==> src/sv/mm_pkg.sv <==
package mm_pkg;

  localparam int DIM       = 8;
  localparam int IDX_W     = $clog2(DIM);
  localparam int SIZE_W    = 4;
  localparam int VAL_W     = 32;
  localparam int FRAC_BITS = 16;
  localparam int PROD_W    = 2 * VAL_W;
  localparam int ACC_W     = PROD_W + IDX_W;
  localparam int CFG_IDX_W = 3;

  localparam logic [SIZE_W-1:0] SIZE_RESET = SIZE_W'(8);

  typedef enum logic [1:0] {
    CMD_LOAD_A = 2'd0,
    CMD_LOAD_B = 2'd1,
    CMD_RUN    = 2'd2,
    CMD_NONE   = 2'd3
  } cmd_e;

  typedef enum logic [1:0] {
    ST_OK         = 2'd0,
    ST_INCORRECT  = 2'd1,
    ST_CALC_ERROR = 2'd2
  } status_e;

  typedef enum logic [CFG_IDX_W-1:0] {
    REG_A_ROWS = 3'd0,
    REG_A_COLS = 3'd1,
    REG_B_ROWS = 3'd2,
    REG_B_COLS = 3'd3
  } reg_idx_e;

  typedef enum logic [2:0] {
    S_IDLE,
    S_MAC,
    S_WAIT,
    S_DRAIN,
    S_ERR
  } state_e;

  typedef struct packed {
    logic clr;
    logic prod_en;
    logic mac;
    logic shift;
  } cell_ctrl_t;

  // Drop the fraction bits (floor) and clamp to the 32-bit range.
  function automatic logic signed [VAL_W-1:0] sat_fix(input logic signed [ACC_W-1:0] s);
    logic signed [ACC_W-1:0] r;
    logic signed [ACC_W-1:0] hi;
    logic signed [ACC_W-1:0] lo;
    r  = s >>> FRAC_BITS;
    hi = $signed({{(ACC_W-VAL_W+1){1'b0}}, {(VAL_W-1){1'b1}}});
    lo = $signed({{(ACC_W-VAL_W+1){1'b1}}, {(VAL_W-1){1'b0}}});
    if (r > hi) begin
      return {1'b0, {(VAL_W-1){1'b1}}};
    end else if (r < lo) begin
      return {1'b1, {(VAL_W-1){1'b0}}};
    end
    return r[VAL_W-1:0];
  endfunction

endpackage

==> src/sv/mm_cell.sv <==
module mm_cell (
  input  logic                       clk_i,
  input  logic                       rst_ni,
  input  mm_pkg::cell_ctrl_t         ctrl_i,
  input  logic signed [31:0]         a_i,
  input  logic signed [31:0]         b_i,
  input  logic signed [mm_pkg::ACC_W-1:0] acc_i,
  output logic signed [mm_pkg::ACC_W-1:0] acc_o
);
  import mm_pkg::*;

  logic signed [PROD_W-1:0] prod_q;
  logic signed [ACC_W-1:0]  acc_q, acc_d;

  always_ff @(posedge clk_i) begin
    if (ctrl_i.prod_en) begin
      prod_q <= a_i * b_i;
    end
  end

  always_comb begin
    acc_d = acc_q;
    if (ctrl_i.clr) begin
      acc_d = '0;
    end else if (ctrl_i.mac) begin
      acc_d = acc_q + ACC_W'(prod_q);
    end else if (ctrl_i.shift) begin
      acc_d = acc_i;
    end
  end

  always_ff @(posedge clk_i or negedge rst_ni) begin
    if (!rst_ni) begin
      acc_q <= '0;
    end else begin
      acc_q <= acc_d;
    end
  end

  assign acc_o = acc_q;
endmodule

==> config.mk <==
export PLATFORM = sky130hd
export DESIGN_NAME = mm_cell
export DESIGN_NICKNAME = d
export VERILOG_FILES = /design/src/sv/mm_pkg.sv /design/src/sv/mm_cell.sv
export SDC_FILE = /design/constraint.sdc
export NUM_CORES = 2
export LEC_CHECK = 0
export ABC_AREA = 0
export BUFFER_PORTS_ARGS = -buffer_cell sky130_fd_sc_hd__buf_2
export CAP_MARGIN = 20
export CORE_MARGIN = 4
export CORE_UTILIZATION = 65
export DETAILED_ROUTE_END_ITERATION = 8
export PLACE_DENSITY = 0.94
export SETUP_SLACK_MARGIN = 0.1
export SLEW_MARGIN = 20
export SYNTH_ARGS = -nofsm -noshare
export SYNTH_HDL_FRONTEND = slang
export SYNTH_SLANG_ARGS = --single-unit
==> constraint.sdc <==
create_clock -name clk_i -period 3.7 [get_ports clk_i]
set_clock_uncertainty 0.1 [all_clocks]
set_input_delay 0.555 -clock clk_i [delete_from_list [all_inputs] [get_ports clk_i]]
set_output_delay 0.555 -clock clk_i [all_outputs]
set_load 0.05 [all_outputs]
==> results of run 1 <==
-- logic make-up after synthesis --
| family | synth area share |
|---|---|
| buffers and inverters | 0.105 |
| AO/OA/AOI/OAI | 0.0745 |
| adder cells (fa/ha/maj) | 0.553 |
| AND/OR/NAND/NOR | 0.152 |
| multiplexers | 0.00963 |
| XOR/XNOR | 0.0254 |
| flip-flops | 0.0803 |
-- what timing repair did --
action | 4_1_cts
pin swaps | 200
setup buffers | 51
endpoints found under the setup margin | 62
gates resized for setup | 388
cloned | 3
-- per-layer routing --
metal | track usage | GRT overflow
met5 | 0.264 | 0
met4 | 0.639 | 3
met3 | 0.542 | 0
met2 | 0.797 | 1
met1 | 0.615 | 0
-- per-stage QoR --
stage	setup WS (ns)	setup TNS [ns]	cell area, sq um
floorplan	-4.14	-164.44	46000
global placement	-4.50	-210.67	50400
detailed placement	-4.70	-222.35	50400
CTS	-3.89	-175.12	52800
-- Yosys cell counts (3+ instances only) --
| cell type | instances | area, sq um |
|---|---|---|
| and2_1 | 527 | 3300 |
| nand2_1 | 546 | 2050 |
| xor2_1 | 44 | 385 |
| xnor2_1 | 86 | 753 |
| ha_1 | 250 | 3130 |
| nor2_1 | 122 | 458 |
| o21a_1 | 22 | 165 |
| o211ai_1 | 12 | 90.1 |
| inv_1 | 998 | 3750 |
| a211oi_1 | 78 | 586 |
| a41oi_1 | 3 | 26.3 |
| a21oi_1 | 128 | 641 |
| a211o_1 | 3 | 26.3 |
| nor2b_1 | 36 | 225 |
| o41ai_1 | 5 | 43.8 |
| o21bai_1 | 17 | 128 |
| clkbuf_1 | 248 | 931 |
| edfxtp_1 | 64 | 1920 |
| o21ai_0 | 69 | 345 |
| a2111oi_0 | 5 | 43.8 |
| or2_2 | 6 | 37.5 |
| nand4_1 | 24 | 150 |
| a21boi_0 | 5 | 37.5 |
| nor4_1 | 5 | 31.3 |
| a221oi_1 | 5 | 43.8 |
| dfrtp_1 | 67 | 1680 |
| fa_1 | 1083 | 21700 |
| a31oi_1 | 20 | 125 |
| nand2b_1 | 19 | 119 |
| mux2i_1 | 42 | 420 |
| o31ai_1 | 10 | 75.1 |
| a21o_1 | 78 | 586 |
| nand3_1 | 24 | 120 |
| o22ai_1 | 17 | 106 |
| or3_1 | 7 | 43.8 |
| and3_1 | 10 | 62.6 |
| nor3_1 | 25 | 125 |
==> metrics.cfg, run 1 <==
[clock_network]
holdBufCountCts = 0
cts_buffer_depth = 2
cts_made_buffers = 17
ctsHtreeMaxLevel = 4
cts_num_sinks = 131
clock-root-buffer = clkbuf_16

[floorplanning]
ios = 204
die_w_microns = 271
die_y_microns = 271
fp-row-count = 96
start_util = 0.655

[logic_synthesis]
ys.flop_type = dfrtp_1
ys_async_sr_fraction = 0.511
synth.avg_cell_area_sq_um = 9.43
synth_fp_nets = 6225
ys_seq_area_frac = 0.0803
syn_area_sq_um = 44800
ys_types = 70
ys_warn_count = 0
netlist_instances = 4755
synth.ff_latch_count = 131
synth_edf_count = 64

[global_routing]
grtUsageTotal = 0.645
antenna_found_initial = 21
grt_overflow = 4
grt_start_max_net_pins = 56

[place]
placedCellCount = 6053
hpwl_microns = 117000
gp_congestion = 0.978
io_buffers = 203

[outcome]
stop_stage = global routing (5_1_grt)
error = [ERROR GRT-0232] Routing congestion too high. Check the congestion heatmap in the GUI.
outcome = did not finish

[timing]
endpoint_type = register data pin
worstEndpointGrtRepair = prod_q[62]$_DFFE_PP_/D

==> run 2: changes to the inputs <==
--- a/config.mk
+++ b/config.mk
@@ -9,10 +9,9 @@
 export BUFFER_PORTS_ARGS = -buffer_cell sky130_fd_sc_hd__buf_2
 export CAP_MARGIN = 20
 export CORE_MARGIN = 4
-export CORE_UTILIZATION = 65
+export CORE_UTILIZATION = 40
 export DETAILED_ROUTE_END_ITERATION = 8
-export PLACE_DENSITY = 0.94
-export SETUP_SLACK_MARGIN = 0.1
+export PLACE_DENSITY_LB_ADDON = 0.15
 export SLEW_MARGIN = 20
 export SYNTH_ARGS = -nofsm -noshare
 export SYNTH_HDL_FRONTEND = slang
==> run 2 against run 1 <==
  * The flow now finishes, with violations (negative setup slack)
  * Synthesized area unchanged
  * Synthesized cell count unchanged
==> metrics.cfg, run 2 <==
[outcome]
outcome = finished, violations left
violations = negative setup slack

[logic_synthesis]
synth_most_common_cell = fa_1
synth_edf_count = 64  ; unchanged
ys_seq_area_frac = 0.0803  ; unchanged
ys_async_sr_fraction = 0.511  ; unchanged
ys.flop_type = dfrtp_1
yosys.area.top_type = fa_1
synth.ff_latch_count = 131  ; unchanged
synth_top_area_frac = 0.484  ; unchanged
synth_area_leaders = fa_1 48%, inv_1 8.4%, and2_1 7.4%, ha_1 7.0%, nand2_1 4.6%
syn_area_sq_um = 44800  ; unchanged
yosys-top-cells-count = 1083 x fa_1, 998 x inv_1, 546 x nand2_1
netlist_instances = 4755  ; unchanged
ys_types = 70  ; unchanged
synth.avg_cell_area_sq_um = 9.43  ; unchanged
ys_warn_count = 0  ; unchanged
synth_fp_nets = 6225  ; unchanged

[layout]
nets = 6805
largest_register_ff_count = 67
drive_gt1_frac = 0.248
synthToLayoutAreaGrowth_pct = 25.1
final_common_cell = fa_1
final_util = 0.506
final_cell_mix = 958 x fa_1, 941 x inv_1, 520 x nand2_1
fin_cells = 6837

[timing]
finalMaxSlewViolations = 0
hold_viol_final = 0
setup_viol_count_final = 58
rsz0062_at_grt = yes
relSlewSlack = 0.419
worst_slack_ns = -3.89
period_share = 2.05
max_freq_ghz = 0.132
min_period_ns = 7.59
worst_slew_pin_slew_ns = 0.871

[floorplanning]
die_y_microns = 343  ; +27%
ios = 204  ; unchanged
fp-row-count = 122  ; +27%
start_util = 0.404  ; -0.251
die_area_sq_um = 117000
coreArea_sq_um = 111000
die_w_microns = 343  ; +27%

[routing]
drt_pass1_iterations = 5
vias = 33893
routed_wirelength_microns = 132000
drc = 0
drtAntennaViolNets = 0
first_iter_violations = 1834
avgViaCountPerCell = 4.96
wl_per_cell_microns = 19.4

[setup_path]
crit_fanout = 6
critPathKind = input pin to flip-flop
worstReg2RegStart = acc_o[27]$_DFFE_PN0P_
rr_worst_depth = 12
worstPathRequired_ns = 3.80
r2r-end = acc_o[64]$_DFFE_PN0P_
critPathLaunchType = input pin
r2r_slack_ns = 0.20
worst_ep_arrival_time_ns = 7.69
end_kind = flip-flop

[run]
maxCapViolCount = 0

[clock_network]
cts_buffer_depth = 2  ; unchanged
ctsHtreeMaxLevel = 4  ; unchanged
cts_num_sinks = 131  ; unchanged
cts_made_buffers = 17  ; unchanged
clkTransAtPathRegs_ns = 0.07
clock-root-buffer = clkbuf_16
tritoncts = done
clk_latency_ns = 0.45

[place]
hpwl_microns = 114000  ; -2.8%
gp_congestion = 0.887  ; -9.3%
io_buffers = 203  ; unchanged
placedCellCount = 6692  ; +11%

[global_routing]
grt_start_max_net_pins = 65
grtUsageTotal = 0.231
antenna_found_initial = 2
grt_overflow = 0
grt_pass1_vias = 36951
grt_pass1_wl_microns = 212000

[worst_hold_path]
hp-class = input pin to async pin

run 2: cell families after synthesis:
| family | Yosys count | share of synthesized area |
|---|---|---|
| XOR/XNOR | 130 | 0.0254 |
| adder cells (fa/ha/maj) | 1333 | 0.553 |
| AND/OR/NAND/NOR | 1362 | 0.152 |
| AO/OA/AOI/OAI | 505 | 0.0745 |
| multiplexers | 43 | 0.00963 |
| flip-flops | 131 | 0.0803 |
| buffers and inverters | 1251 | 0.105 |
run 2: stage by stage:
stage	setup TNS, ns	worst slack [ns]	hold slack, ns	area (sq um)
floorplan	-164.42	-4.14	0.159	46000
global placement	-218.78	-4.71	0.488	51500
detailed placement	-220.79	-4.78	0.499	51500
CTS	-175.75	-3.91	0.140	54900
global route	-188.46	-4.05	0.201	56100
finish	-177.56	-3.89	0.127	56100
run 2: worst max-delay path by stage:
stage / start / to / slack [ns] / depth (start not counted)
finish: a_i[19] / prod_q[62]$_DFFE_PP_ / -3.89 / 24
global route: a_i[26] / prod_q[62]$_DFFE_PP_ / -4.05 / 23
CTS: a_i[13] / prod_q[62]$_DFFE_PP_ / -3.91 / 23
detailed placement: b_i[6] / prod_q[62]$_DFFE_PP_ / -4.78 / 23
global placement: b_i[6] / prod_q[62]$_DFFE_PP_ / -4.71 / 23
floorplan: b_i[6] / prod_q[62]$_DFFE_PP_ / -4.14 / 24
run 2: area by class of cell:
cell class                      instances  area, sq um
Clock inverter                         15          161
Inverter                             1000         3760
Sequential cell                       131         3600
Timing Repair Buffer                  812         7390
Antenna cell                            1         2.50
Tap cell                             1488         1860
Multi-Input combinational cell       3373        38900
Clock buffer                           17          425
Fill cell                           10378        54900
run 2: metal layers:
| layer | part of all wire | global-route usage | wire length (microns) | vias up |
|---|---|---|---|---|
| met5 | 0 | 0 | 0 | - |
| met4 | 0.013 | 0.0318 | 1710 | 0 |
| met3 | 0.065 | 0.0347 | 8560 | 88 |
| met2 | 0.46 | 0.371 | 60500 | 865 |
| met1 | 0.47 | 0.342 | 61600 | 17434 |
| li1 | - | - | - | 15506 |
run 2: worst max-delay path, cell delays in order:
cell and delay, ns:
buf_8 0.13, buf_12 0.14, and2_4 0.13, fa_1 0.55, fa_1 0.43, fa_1 0.49, inv_1 0.05, fa_1 0.47
inv_1 0.05, fa_1 0.46, fa_1 0.57, fa_1 0.46, fa_1 0.59, ha_4 0.22, a21o_1 0.16, a21o_1 0.16
a311o_1 0.27, a221o_1 0.40, o211ai_4 0.25, a31oi_4 0.13, a21o_1 0.20, a31o_4 0.23, or4b_1 0.45, and4_1 0.16
run 2: what timing repair did:
| item | CTS | global route |
|---|---|---|
| buffers inserted | 99 | 37 |
| pin swaps | 261 | 193 |
| hold buffers | 0 | 0 |
| gates cloned | 4 | 2 |
| setup endpoints to repair | 59 | 68 |
| gates resized for setup | 543 | 242 |
Power of run 2 is not shown: default switching activity piles up to over one toggle a cycle in this logic, so the estimate is an artifact.
